===== src/hdl/lru_register_allocator_assert.svh =====
// Assertion macros for the allocator RTL.
// Each macro expects clk and arst_n in scope.
`ifndef LRU_REGISTER_ALLOCATOR_ASSERT_SVH
`define LRU_REGISTER_ALLOCATOR_ASSERT_SVH

`ifndef SYNTH
// Same-cycle implication.
`define LRA_ASSERT_IMP(lbl, ante, cons) \
	lbl: assert property (@(posedge clk) disable iff (!arst_n) (ante) |-> (cons)) \
		else $error("allocator assertion failed");
// Next-cycle implication.
`define LRA_ASSERT_NXT(lbl, ante, cons) \
	lbl: assert property (@(posedge clk) disable iff (!arst_n) (ante) |=> (cons)) \
		else $error("allocator assertion failed");
`else
`define LRA_ASSERT_IMP(lbl, ante, cons)
`define LRA_ASSERT_NXT(lbl, ante, cons)
`endif

`endif


===== src/hdl/lra_pkg.sv =====
package lra_pkg;

	localparam int NUM_REGS    = 16;
	localparam int REG_W       = 4;
	localparam int ADDR_W      = 32;
	localparam int SIZE_W      = 4;
	localparam int FLAG_W      = 3;
	localparam int STAMP_W     = 32;
	localparam int MASK_W      = 16;
	localparam int IN_TDATA_W  = 64;
	localparam int OUT_TDATA_W = 56;

	// Access flag bit positions
	localparam int FL_READ   = 0;
	localparam int FL_WRITE  = 1;
	localparam int FL_ADDROF = 2;

	typedef enum logic [1:0] {
		KIND_ACQUIRE,
		KIND_RELEASE,
		KIND_RELEASE_MASK,
		KIND_FREEZE
	} kind_t;

	typedef enum logic [1:0] {
		USE_FREE,
		USE_VAR,
		USE_FROZEN,
		USE_ANON
	} use_t;

	typedef enum logic [1:0] {
		ST_OK,
		ST_BAD_SIZE,
		ST_BAD_ADDROF
	} status_t;

	typedef struct packed {
		kind_t              kind;
		logic               has_addr;
		logic [ADDR_W-1:0]  var_addr;
		logic [SIZE_W-1:0]  size_bytes;
		logic [FLAG_W-1:0]  access_flags;
		logic [REG_W-1:0]   reg_index;
		logic [MASK_W-1:0]  reg_mask;
	} req_t;

	typedef struct packed {
		logic [REG_W-1:0]   reg_out;
		logic               hit;
		logic               load_needed;
		logic               address_needed;
		logic               evicted;
		logic               writeback_needed;
		logic [ADDR_W-1:0]  writeback_addr;
		logic [SIZE_W-1:0]  writeback_size;
		logic [REG_W-1:0]   writeback_reg;
		status_t            status;
		logic               last;
	} res_t;

	// Controller to datapath commands
	typedef struct packed {
		logic load_req;
		logic acq_hit;
		logic acq_err;
		logic acq_free;
		logic scan_start;
		logic scan_step;
		logic acq_evict;
		logic rel_one;
		logic rel_step;
		logic freeze;
	} cmd_t;

	// Datapath to controller status
	typedef struct packed {
		kind_t kind;
		logic  hit;
		logic  size_bad;
		logic  free_any;
		logic  scan_last;
		logic  mask_empty;
		logic  mask_last;
		logic  out_free;
	} sts_t;

	// Index of the lowest set bit, zero if none
	function automatic logic [REG_W-1:0] lowest_set(input logic [NUM_REGS-1:0] v);
		logic [REG_W-1:0] r;
		r = '0;
		for (int i = NUM_REGS - 1; i >= 0; i--) begin
			if (v[i]) r = REG_W'(i);
		end
		return r;
	endfunction

endpackage


===== src/hdl/lra_ctrl.sv =====
module lra_ctrl import lra_pkg::*; (
	input  logic clk,
	input  logic arst_n,
	input  logic in_valid,
	output logic in_ready,
	input  sts_t sts,
	output cmd_t cmd
);

	typedef enum logic [2:0] {
		S_IDLE,
		S_DECODE,
		S_SCAN,
		S_EVICT,
		S_MASK
	} state_t;

	state_t state_q;
	logic   ready_q;

	assign in_ready = ready_q;

	// Decode commands from state and datapath status
	always_comb begin
		cmd = '0;
		unique case (state_q)
			S_IDLE: begin
				cmd.load_req = in_valid && ready_q;
			end
			S_DECODE: begin
				unique case (sts.kind)
					KIND_ACQUIRE: begin
						if (sts.hit) begin
							cmd.acq_hit = sts.out_free;
						end else if (sts.size_bad) begin
							cmd.acq_err = sts.out_free;
						end else if (sts.free_any) begin
							cmd.acq_free = sts.out_free;
						end else begin
							cmd.scan_start = 1'b1;
						end
					end
					KIND_RELEASE:      cmd.rel_one = sts.out_free;
					KIND_RELEASE_MASK: cmd.rel_one = 1'b0;
					KIND_FREEZE:       cmd.freeze  = sts.out_free;
					default:           cmd.rel_one = 1'b0;
				endcase
			end
			S_SCAN: begin
				cmd.scan_step = 1'b1;
			end
			S_EVICT: begin
				cmd.acq_evict = sts.out_free;
			end
			S_MASK: begin
				cmd.rel_step = !sts.mask_empty && sts.out_free;
			end
			default: begin
				cmd = '0;
			end
		endcase
	end

	// Hold state and the input ready flag
	always_ff @(posedge clk or negedge arst_n) begin
		if (!arst_n) begin
			state_q <= S_IDLE;
			ready_q <= 1'b0;
		end else begin
			unique case (state_q)
				S_IDLE: begin
					ready_q <= 1'b1;
					if (cmd.load_req) begin
						state_q <= S_DECODE;
						ready_q <= 1'b0;
					end
				end
				S_DECODE: begin
					if (sts.kind == KIND_RELEASE_MASK) begin
						state_q <= S_MASK;
					end else if (cmd.scan_start) begin
						state_q <= S_SCAN;
					end else if (sts.out_free) begin
						state_q <= S_IDLE;
						ready_q <= 1'b1;
					end
				end
				S_SCAN: begin
					if (sts.scan_last) state_q <= S_EVICT;
				end
				S_EVICT: begin
					if (cmd.acq_evict) begin
						state_q <= S_IDLE;
						ready_q <= 1'b1;
					end
				end
				S_MASK: begin
					if (sts.mask_empty || (cmd.rel_step && sts.mask_last)) begin
						state_q <= S_IDLE;
						ready_q <= 1'b1;
					end
				end
				default: begin
					state_q <= S_IDLE;
					ready_q <= 1'b0;
				end
			endcase
		end
	end

endmodule


===== src/hdl/lra_dp.sv =====
module lra_dp import lra_pkg::*; (
	input  logic clk,
	input  logic arst_n,
	input  req_t in_req,
	input  cmd_t cmd,
	output sts_t sts,
	input  logic out_ready,
	output logic out_valid,
	output res_t out_res
);

	// Entry storage
	use_t               use_q   [NUM_REGS];
	logic [ADDR_W-1:0]  addr_q  [NUM_REGS];
	logic [SIZE_W-1:0]  size_q  [NUM_REGS];
	logic [FLAG_W-1:0]  flags_q [NUM_REGS];
	logic [STAMP_W-1:0] stamp_q [NUM_REGS];
	logic [STAMP_W-1:0] clock_q;

	// Current request and scan state
	req_t               req_q;
	logic [NUM_REGS-1:0] mask_q;
	logic [REG_W-1:0]   scan_idx_q;
	logic [REG_W-1:0]   best_idx_q;
	logic [STAMP_W-1:0] best_age_q;
	logic               found_q;

	// Output register
	logic out_valid_q;
	res_t out_res_q;

	logic [NUM_REGS-1:0] hit_vec;
	logic [NUM_REGS-1:0] free_vec;
	logic [REG_W-1:0]    hit_idx;
	logic [REG_W-1:0]    free_idx;
	logic [REG_W-1:0]    new_idx;
	logic [REG_W-1:0]    rel_idx;
	logic [REG_W-1:0]    mask_bit;
	logic [NUM_REGS-1:0] mask_rest;
	logic [REG_W-1:0]    sel_idx;
	logic                sel_wb;
	logic                size_ok;
	logic                addrof_bad;
	logic                in_range;
	logic [STAMP_W-1:0]  now;
	logic [STAMP_W-1:0]  age;
	logic                cand;
	logic                take;
	logic                res_fire;
	use_t                new_use;
	res_t                res_next;

	// Tag compare and free search across all entries
	always_comb begin
		for (int i = 0; i < NUM_REGS; i++) begin
			hit_vec[i]  = req_q.has_addr && (use_q[i] == USE_VAR) &&
				(addr_q[i] == req_q.var_addr);
			free_vec[i] = (use_q[i] == USE_FREE);
		end
	end

	assign hit_idx  = lowest_set(hit_vec);
	assign free_idx = lowest_set(free_vec);
	assign new_idx  = cmd.acq_evict ? best_idx_q : free_idx;
	assign new_use  = req_q.has_addr ? USE_VAR : USE_ANON;

	assign size_ok = (req_q.size_bytes == SIZE_W'(1)) || (req_q.size_bytes == SIZE_W'(2)) ||
		(req_q.size_bytes == SIZE_W'(4)) || (req_q.size_bytes == SIZE_W'(8));
	assign addrof_bad = req_q.access_flags[FL_ADDROF] && (req_q.size_bytes != SIZE_W'(8));

	assign now = clock_q + STAMP_W'(1);

	// One LRU candidate per cycle
	assign cand = (use_q[scan_idx_q] == USE_VAR) || (use_q[scan_idx_q] == USE_ANON);
	assign age  = now - stamp_q[scan_idx_q];
	assign take = cand && (!found_q || (age > best_age_q));

	assign rel_idx   = req_q.reg_index;
	assign in_range  = int'(req_q.reg_index) < NUM_REGS;
	assign mask_bit  = lowest_set(mask_q);
	assign mask_rest = mask_q & ~(NUM_REGS'(1) << mask_bit);

	// Entry that is cleared or evicted this cycle
	always_comb begin
		if (cmd.acq_evict) begin
			sel_idx = best_idx_q;
		end else if (cmd.rel_step) begin
			sel_idx = mask_bit;
		end else begin
			sel_idx = rel_idx;
		end
	end
	assign sel_wb = (use_q[sel_idx] == USE_VAR) && flags_q[sel_idx][FL_WRITE];

	// Build the result of the current action
	always_comb begin
		res_next      = '0;
		res_next.last = 1'b1;
		if (cmd.acq_hit) begin
			res_next.reg_out = hit_idx;
			res_next.hit     = 1'b1;
		end else if (cmd.acq_err) begin
			res_next.status = size_ok ? ST_BAD_ADDROF : ST_BAD_SIZE;
		end else if (cmd.acq_free || cmd.acq_evict) begin
			res_next.reg_out        = new_idx;
			res_next.load_needed    = req_q.access_flags[FL_READ] &&
				!req_q.access_flags[FL_ADDROF];
			res_next.address_needed = req_q.access_flags[FL_ADDROF];
			res_next.evicted        = cmd.acq_evict;
			if (cmd.acq_evict && sel_wb) begin
				res_next.writeback_needed = 1'b1;
				res_next.writeback_addr   = addr_q[sel_idx];
				res_next.writeback_size   = size_q[sel_idx];
				res_next.writeback_reg    = sel_idx;
			end
		end else if (cmd.rel_one) begin
			res_next.reg_out = req_q.reg_index;
			if (in_range && sel_wb) begin
				res_next.writeback_needed = 1'b1;
				res_next.writeback_addr   = addr_q[sel_idx];
				res_next.writeback_size   = size_q[sel_idx];
				res_next.writeback_reg    = sel_idx;
			end
		end else if (cmd.rel_step) begin
			res_next.reg_out = mask_bit;
			res_next.last    = (mask_rest == '0);
			if (sel_wb) begin
				res_next.writeback_needed = 1'b1;
				res_next.writeback_addr   = addr_q[sel_idx];
				res_next.writeback_size   = size_q[sel_idx];
				res_next.writeback_reg    = sel_idx;
			end
		end else if (cmd.freeze) begin
			res_next.reg_out = req_q.reg_index;
		end
	end

	assign res_fire = cmd.acq_hit || cmd.acq_err || cmd.acq_free || cmd.acq_evict ||
		cmd.rel_one || cmd.rel_step || cmd.freeze;

	// Update entries and the access clock
	always_ff @(posedge clk or negedge arst_n) begin
		if (!arst_n) begin
			for (int i = 0; i < NUM_REGS; i++) begin
				use_q[i]   <= USE_FREE;
				addr_q[i]  <= '0;
				size_q[i]  <= '0;
				flags_q[i] <= '0;
				stamp_q[i] <= '0;
			end
			clock_q <= '0;
		end else begin
			if (cmd.acq_hit) begin
				flags_q[hit_idx] <= flags_q[hit_idx] | req_q.access_flags;
				stamp_q[hit_idx] <= now;
				clock_q          <= now;
			end
			if ((cmd.rel_one && in_range) || cmd.rel_step) begin
				use_q[sel_idx]   <= USE_FREE;
				addr_q[sel_idx]  <= '0;
				size_q[sel_idx]  <= '0;
				flags_q[sel_idx] <= '0;
				stamp_q[sel_idx] <= '0;
			end
			if (cmd.acq_free || cmd.acq_evict) begin
				use_q[new_idx]   <= new_use;
				addr_q[new_idx]  <= req_q.has_addr ? req_q.var_addr : '0;
				size_q[new_idx]  <= req_q.size_bytes;
				flags_q[new_idx] <= req_q.access_flags;
				stamp_q[new_idx] <= now;
				clock_q          <= now;
			end
			if (cmd.freeze && in_range && (use_q[rel_idx] == USE_FREE)) begin
				use_q[rel_idx] <= USE_FROZEN;
			end
		end
	end

	// Capture the request mask, advance the LRU scan and the release mask
	always_ff @(posedge clk or negedge arst_n) begin
		if (!arst_n) begin
			scan_idx_q <= '0;
			best_idx_q <= '0;
			found_q    <= 1'b0;
			mask_q     <= '0;
		end else begin
			if (cmd.load_req) begin
				mask_q <= in_req.reg_mask[NUM_REGS-1:0];
			end else if (cmd.rel_step) begin
				mask_q <= mask_rest;
			end
			if (cmd.scan_start) begin
				scan_idx_q <= '0;
				best_idx_q <= '0;
				found_q    <= 1'b0;
			end else if (cmd.scan_step) begin
				scan_idx_q <= scan_idx_q + REG_W'(1);
				if (take) begin
					best_idx_q <= scan_idx_q;
					found_q    <= 1'b1;
				end
			end
		end
	end

	// Payload registers
	always_ff @(posedge clk) begin
		if (cmd.load_req) req_q <= in_req;
		if (cmd.scan_step && take) best_age_q <= age;
		if (res_fire) out_res_q <= res_next;
	end

	// Output valid: set on a new result, drop once taken
	always_ff @(posedge clk or negedge arst_n) begin
		if (!arst_n) begin
			out_valid_q <= 1'b0;
		end else if (res_fire) begin
			out_valid_q <= 1'b1;
		end else if (out_ready) begin
			out_valid_q <= 1'b0;
		end
	end

	assign out_valid = out_valid_q;
	assign out_res   = out_res_q;

	assign sts.kind       = req_q.kind;
	assign sts.hit        = |hit_vec;
	assign sts.size_bad   = !size_ok || addrof_bad;
	assign sts.free_any   = |free_vec;
	assign sts.scan_last  = (scan_idx_q == REG_W'(NUM_REGS - 1));
	assign sts.mask_empty = (mask_q == '0);
	assign sts.mask_last  = (mask_rest == '0);
	assign sts.out_free   = !out_valid_q || out_ready;

endmodule


===== src/hdl/lru_register_allocator.sv =====
// Sixteen-entry fully associative register cache with LRU replacement. One request is
// processed at a time: acquires that hit, fail the size check or find a free entry,
// single releases and freezes finish in the decode state (tag compare and free search
// run combinationally across all entries). An acquire that must evict walks all 16
// entries one per cycle to find the oldest variable or anonymous entry, then evicts it.
// A masked release emits one result per set mask bit, one per cycle while the output
// register has room; an empty mask gives no result. A finished result waits in an
// output register so a new request can be accepted while it is held. Reset clears all
// entries at once; no clearing pass is needed.
`include "lru_register_allocator_assert.svh"

module lru_register_allocator import lra_pkg::*; (
	input  logic                   clk,
	input  logic                   arst_n,
	input  logic                   s_axis_tvalid,
	output logic                   s_axis_tready,
	// has_addr, var_addr[31:0], size_bytes[3:0], access_flags[2:0], reg_index[3:0],
	// reg_mask[15:0], zero pad
	input  logic [IN_TDATA_W-1:0]  s_axis_tdata,
	// kind[1:0]
	input  logic [1:0]             s_axis_tuser,
	output logic                   m_axis_tvalid,
	input  logic                   m_axis_tready,
	// reg_out[3:0], hit, load_needed, address_needed, evicted, writeback_needed,
	// writeback_addr[31:0], writeback_size[3:0], writeback_reg[3:0], status[1:0], zero pad
	output logic [OUT_TDATA_W-1:0] m_axis_tdata,
	output logic                   m_axis_tlast
);

	req_t in_req;
	res_t out_res;
	cmd_t cmd;
	sts_t sts;
	logic [6:0] act_vec;
	logic res_cmd;

	// Unpack the request
	assign in_req.kind         = kind_t'(s_axis_tuser);
	assign in_req.has_addr     = s_axis_tdata[0];
	assign in_req.var_addr     = s_axis_tdata[32:1];
	assign in_req.size_bytes   = s_axis_tdata[36:33];
	assign in_req.access_flags = s_axis_tdata[39:37];
	assign in_req.reg_index    = s_axis_tdata[43:40];
	assign in_req.reg_mask     = s_axis_tdata[59:44];

	lra_ctrl u_ctrl (
		.clk      (clk),
		.arst_n   (arst_n),
		.in_valid (s_axis_tvalid),
		.in_ready (s_axis_tready),
		.sts      (sts),
		.cmd      (cmd)
	);

	lra_dp u_dp (
		.clk       (clk),
		.arst_n    (arst_n),
		.in_req    (in_req),
		.cmd       (cmd),
		.sts       (sts),
		.out_ready (m_axis_tready),
		.out_valid (m_axis_tvalid),
		.out_res   (out_res)
	);

	// Pack the result
	assign m_axis_tdata = {5'b0, out_res.status, out_res.writeback_reg,
		out_res.writeback_size, out_res.writeback_addr, out_res.writeback_needed,
		out_res.evicted, out_res.address_needed, out_res.load_needed, out_res.hit,
		out_res.reg_out};
	assign m_axis_tlast = out_res.last;

	assign act_vec = {cmd.acq_hit, cmd.acq_err, cmd.acq_free, cmd.acq_evict,
		cmd.rel_one, cmd.rel_step, cmd.freeze};
	assign res_cmd = |act_vec;

	// At most one entry action per cycle
	`LRA_ASSERT_IMP(a_one_action, 1'b1, $onehot0(act_vec))
	// A result is only produced when the output register has room
	`LRA_ASSERT_IMP(a_result_room, res_cmd, sts.out_free)
	// The controller leaves idle right after taking a request
	`LRA_ASSERT_NXT(a_busy_after_accept, s_axis_tvalid && s_axis_tready, !s_axis_tready)

endmodule


===== config.mk =====
export PLATFORM = sky130hd
export DESIGN_NAME = lru_register_allocator
export DESIGN_NICKNAME = d
export VERILOG_FILES = /design/src/hdl/lra_pkg.sv /design/src/hdl/lra_ctrl.sv /design/src/hdl/lra_dp.sv /design/src/hdl/lru_register_allocator.sv
export VERILOG_INCLUDE_DIRS = /design/src /design/src/hdl
export SDC_FILE = /design/constraint.sdc
export NUM_CORES = 2
export LEC_CHECK = 0
export ABC_CLOCK_PERIOD_IN_PS = 14300
export BUFFER_PORTS_ARGS = -buffer_cell sky130_fd_sc_hd__buf_4
export CAP_MARGIN = 30
export CORE_UTILIZATION = 40
export DETAILED_ROUTE_END_ITERATION = 6
export PLACE_DENSITY = 0.56
export SETUP_SLACK_MARGIN = 0.02
export SLEW_MARGIN = 20
export SYNTH_ARGS = -nofsm -noshare
export SYNTH_HDL_FRONTEND = slang
export SYNTH_HIERARCHICAL = 1
export SYNTH_SLANG_ARGS = --single-unit

===== constraint.sdc =====
create_clock -name clk -period 14.3 [get_ports clk]
set_input_delay 1.43 -clock clk [delete_from_list [all_inputs] [get_ports clk]]
set_output_delay 1.43 -clock clk [all_outputs]
set_load 0.02 [all_outputs]

; Word-level counts from Yosys, hierarchy flattened
; Cells that the tools add are included.
[classes]
n_addsub = 3
order_cmp = 10
eq_ne = 56
shifts = 1
mux = 177
bitwise_logic = 24
reduce_logical = 102
[ops]
columns = op, n
row1 = 512-bit two-way mux, 5
row2 = 512-bit bitwise mux, 3
row3 = 512-bit bitwise AND, 2
row4 = 32-bit equality test, 16
row5 = 512-bit NOT, 1
row6 = 32-bit two-way mux, 13
row7 = 32-bit demux with 4-bit select, 3
row8 = 4-bit two-way mux, 68
row9 = 32-bit binary-select mux with 4-bit select, 2
row10 = 41-bit two-way mux, 5
row11 = 48-bit two-way mux, 3
row12 = 64-bit two-way mux, 2
row13 = 48-bit bitwise mux, 2
row14 = 64-bit bitwise AND, 1
row15 = 64-bit bitwise mux, 1
row16 = 64-bit NOT, 1
row17 = 48-bit bitwise AND, 1
row18 = 48-bit NOT, 1
row19 = 1-bit logical AND, 46
row20 = 3-bit two-way mux, 13
row21 = 2-bit by 1-bit equality test with 1-bit output (second input constant), 19
row22 = 3-bit demux with 4-bit select, 3
row23 = 2-bit logical NOT, 18
row24 = 32-bit by 1-bit adder with 32-bit output (second input constant), 1
row25 = other kinds (49), 143
[word_totals]
register_bits = 1360
wordCells = 479

; Longest topological paths before layout
[depth]
word_depth = 30
depth_mapped = 30
depth_no_buf = 29

; Modules after synthesis
; The synthesis kept the hierarchy.
[modules_own_cells]
columns = module, instances, cells_each, area_each_um2
row1 = lra_dp, 1, 6463, 70101.0
row2 = lra_ctrl, 1, 47, 374.1
row3 = lru_register_allocator, 1, 6, 41.3

; Least setup slack after synthesis
; Ideal clock, no wire load.
[synth_path]
path_kind = register to register
from = register u_dp.scan_idx_q[0]
to = register u_dp.best_age_q[0], enable pin
t_arrival_ns = 8.264
t_required_ns = 13.868
slack_ns = 5.604
path_stages_with_launch = 26
n_path_buf = 3
cell_sequence = dfrtp_1 -> clkbuf_1 -> buf_1 -> buf_1 -> mux4_2 -> mux4_2 -> ha_1 -> fa_1 -> nor2b_1 -> o21ai_0 -> a21boi_0 -> o41ai_1 -> a211oi_1 -> nor2_1 -> o22ai_1 -> a41oi_1 -> o211ai_1 -> a31o_2 -> a21oi_1 -> xnor2_1 -> ha_1 -> nand4_1 -> nor4_1 -> a21boi_0 -> o31ai_1 -> a21oi_1
[synth_via]
elab_chain_cells = 9
elab_cells_between_ends = 15
cone_classes = add/sub: 1 / order compare: 1 / eq/ne: 2 / mux: 6 / bitwise: 1 / reduce/logical: 4
[synth_rtl]
columns = element, line
row1 = start: declaration, lra_dp.sv:23  ; logic [REG_W-1:0] scan_idx_q;
row2 = start signal: assignment, lra_dp.sv:197  ; scan_idx_q <= scan_idx_q + REG_W'(1);
row3 = 4-bit NOT with 5-bit output (implied by the code), lra_dp.sv:75  ; assign age = now - stamp_q[scan_idx_q];
row4 = 32-bit binary-select mux with 4-bit select, lra_dp.sv:75
row5 = 32-bit two-way mux (implied by the code) (2 in a row), lra_dp.sv:75
row6 = 32-bit subtractor, lra_dp.sv:75
row7 = named net u_dp.age[30], lra_dp.sv:46  ; logic [STAMP_W-1:0] age;
row8 = 32-bit greater-than comparator, lra_dp.sv:76  ; assign take = cand && (!found_q || (age > best_age_q));
row9 = 1-bit logical OR, lra_dp.sv:76
row10 = 1-bit logical AND, lra_dp.sv:76
row11 = 1-bit logical AND, lra_dp.sv:209  ; if (cmd.scan_step && take) best_age_q <= age;
row12 = end signal: assignment, lra_dp.sv:209
row13 = end: declaration, lra_dp.sv:25  ; logic [STAMP_W-1:0] best_age_q;
; The timed path passes the listed nets, and every way through them passes these cells. The select of a mux whose other input is x is not followed.
; A chain may end at the register's enable or synchronous reset.

; Worst setup path in the final report
[layout_path]
from = register u_dp.scan_idx_q[0]
to = register u_dp.best_age_q[3], enable pin
; The elaborated chain is that of the path after synthesis.

==> impl_metrics.env <==
export IMPL_grt_pass1_wl_mm=410
export IMPL_numCtsBuffers=153
export IMPL_yosys_area_top_type="dfrtp_1"
export IMPL_cts_sinks=1328
export IMPL_vias_per_cell=6.47
export IMPL_dieWidth_um=422
export IMPL_holdWs_ns=0.483
export IMPL_end_kind="register"
export IMPL_finalHoldViolCount=0
export IMPL_status="finished, final reports clean"
export IMPL_reg2reg_depth=25
export IMPL_dp_cells=8584
export IMPL_hold_end="u_dp/stamp_q[297]"
export IMPL_p_per_area_nw_per_um2=152
export IMPL_postSynth_asyncResetShare_pct=90.2
export IMPL_wirelength_mm=283
export IMPL_worst_setup_path_type="reg2reg"
export IMPL_hold_class="reg2reg"
export IMPL_worstMarginPinSlew_ns=1.07
export IMPL_crit_slowest_cell="dfrtp_4"
export IMPL_antenna_left=0
export IMPL_ioPinCount=129
export IMPL_final_cell_mix="dfrtp_1 (1,194), nand3_1 (653), o21ai_0 (650)"
export IMPL_clock_tree_root_cell="clkbuf_16"
export IMPL_final_nets=6567
export IMPL_grt_overflow_total=0
export IMPL_rows=153
export IMPL_cts_setup_buffers=0
export IMPL_r2r_end="u_dp/best_age_q[3]"
export IMPL_grt_pass1_vias=55500
export IMPL_synth_top_cells_by_area="dfrtp_1 (43%), mux4_2 (10%), edfxtp_1 (5.5%)"
export IMPL_synth_edff_count=130
export IMPL_synth_flop_cell="dfrtp_1"
export IMPL_portBuffers=119
export IMPL_rsz0062_at_grt="false"
export IMPL_htreeDepth=4
export IMPL_hold_path_cell_count=1
export IMPL_drcViolationCount=0
export IMPL_fin_crit_ns=8.93
export IMPL_cp_arrival_ns=9.40
export IMPL_die_area_um2=178000
export IMPL_worstSetupStartpointType="register"
export IMPL_clock_latency_ns=0.85
export IMPL_tns_ns=0
export IMPL_stdcell_count=8883
export IMPL_antenna_found_initial=5
export IMPL_cts_tree="built"
export IMPL_drt_iter0_drc=6915
export IMPL_hp_start="u_dp/stamp_q[297]"
export IMPL_max_cap_violations=0
export IMPL_r2r_setup_slack_ns=5.37
export IMPL_core_area_um2=174000
export IMPL_avgSynthCellArea_um2=10.8
export IMPL_peakVddDrop_uv=123
export IMPL_grt_max_degree=162
export IMPL_cp_data_required_time_ns=14.77
export IMPL_clockBufferDepth=3
export IMPL_area_growth_pct=12.7
export IMPL_fillers=16100
export IMPL_max_freq_mhz=112
export IMPL_drtPass1Iterations=5
export IMPL_ys_ff_latch=1328
export IMPL_num_vias=57400
export IMPL_layout_drive_gt1_share_pct=15.4
export IMPL_slowest_delay_ns=0.87
export IMPL_grt_use_total_pct=31.5
export IMPL_globalplace_congestion=0.998
export IMPL_post_cts_resized=0
export IMPL_min_period_over_period_pct=62.5
export IMPL_yosysWarnings=6
export IMPL_cp_max_fo=84
export IMPL_path_clk_slew_ns=0.06
export IMPL_ys_types=94
export IMPL_drv_slew=0
export IMPL_start_util_pct=40.4
export IMPL_reg2reg_from="u_dp/scan_idx_q[0]"
export IMPL_setup_violations=0
export IMPL_synthCells=6516
export IMPL_maxSlewHeadroom_pct=28.6
export IMPL_skew_ns=0.0644
export IMPL_yosysSeqAreaShare_pct=48.0
export IMPL_synth_top_cell_area_share_pct=42.5
export IMPL_dp_hpwl_mm=187
export IMPL_p_leak_nw=32.6
export IMPL_layout_commonest_cell="dfrtp_1"
export IMPL_hold_buffers=0
export IMPL_synth_area_um2=70500
export IMPL_die_y_um=422
export IMPL_routedWlPerCell_um=31.9
[power breakdown]
group | total [W] | switching, W | internal (W)
sequential | 0.00433 | 0.000209 | 0.00412
combinational | 0.00366 | 0.00255 | 0.00112
clock | 0.00405 | 0.00176 | 0.00229
total | 0.0120 | 0.00451 | 0.00753
[final cells by class]
type	count	area (um2)	share of cell area, %
multi-input cells	4463	34200	43.0
flip-flops and latches	1328	33900	42.6
clock buffers	226	4390	5.53
well taps	2325	2910	3.66
repair buffers	337	2750	3.46
clock inverters	54	761	0.957
inverters	148	556	0.699
diodes	2	5.00	0.00630
[how the worst max path moves through the flow]
stage / endpoint / startpoint / cells after the start
after floorplan: u_dp/best_age_q[0] / u_dp/scan_idx_q[0] / 25
after global placement: u_dp/best_age_q[1] / u_dp/scan_idx_q[0] / 25
after detailed placement: u_dp/best_age_q[1] / u_dp/scan_idx_q[0] / 25
after CTS: u_dp/best_age_q[1] / u_dp/scan_idx_q[0] / 25
after global routing: u_dp/best_age_q[3] / u_dp/scan_idx_q[0] / 25
final: u_dp/best_age_q[3] / u_dp/scan_idx_q[0] / 25
[synth_stat cells, drive strengths merged (12+ instances only)]
master	n
mux4	313
nor4b	14
o22ai	72
inv	147
a21o	20
a31oi	18
o21ai	656
or3	16
o2bb2ai	336
nand4	119
or2	18
or4	15
o211ai	12
nand2	309
mux2i	44
nand3	669
a22o	113
and3b	14
nor3	90
nand2b	37
a21oi	164
nor2b	39
o21a	24
a311o	16
xor2	279
and2	35
nor2	225
nor4	122
xnor2	312
dfrtp	1198
ha	65
o31a	14
clkbuf	377
and3	68
buf	204
edfxtp	130
a211oi	63
[worst max-delay path: cells and delay by family, from the launching register on]
kind                       cells  cell delay [ns]
AOI/OAI and AO/OA             12             3.11
xor gates and xnor gates       1             0.15
adders and majority gates      3             1.04
buffers and inverters          3             1.21
DFF                            1             0.87
muxes                          2             1.09
and+or+nand+nor                4             0.83
[per-stage QoR]
stage / instance area [um2] / power (W) / setup slack [ns] / util [%]
finish: 79500 / 0.0120 / 5.37 / 45.6
floorplan: 70500 / 0.00646 / 5.60 / -
global placement: 73900 / 0.00795 / 5.39 / 42.4
global route: 79500 / 0.0125 / 4.67 / 45.6
detailed placement: 74100 / 0.00796 / 5.35 / 42.5
CTS: 79200 / 0.0120 / 5.26 / 45.4
[routing by layer]
layer | wire, um | global-route usage, % | vias up
met5 | 17 | 0 | -
met4 | 12500 | 13.1 | 4
met3 | 27900 | 7.50 | 543
met2 | 122000 | 45.8 | 3032
met1 | 121000 | 44.9 | 29700
li1 | - | - | 24100
[logic make-up after synthesis]
group / Yosys count / synth area share (%)
flip-flops: 1328 / 48.0
buffers and inverters: 729 / 4.17
AND/OR/NAND/NOR: 1856 / 13.7
multiplexers: 360 / 10.7
AO/OA/AOI/OAI: 1585 / 14.8
XOR/XNOR: 591 / 7.34
adder cells (fa/ha/maj): 66 / 1.18
other: 1 / 0.00532
[flip-flops by register name (all words and copies together) (netlist names)]
name	count
u_dp/use_q	32
u_dp/rel_idx	4
u_dp/best_idx_q	4
u_dp/mask_q	16
u_dp/size_q	64
u_dp/scan_idx_q	4
u_dp/sts	2
u_dp/best_age_q	32
u_ctrl/state_q	3
u_dp/out_res	52
u_dp/flags_q	16
u_dp/out_valid	1
u_dp/addr_q	512
u_dp/clock_q	32
u_dp/req_q	40
u_ctrl/in_ready	1
u_dp/found_q	1
u_dp/stamp_q	512
(Power assumes the default switching activity.)
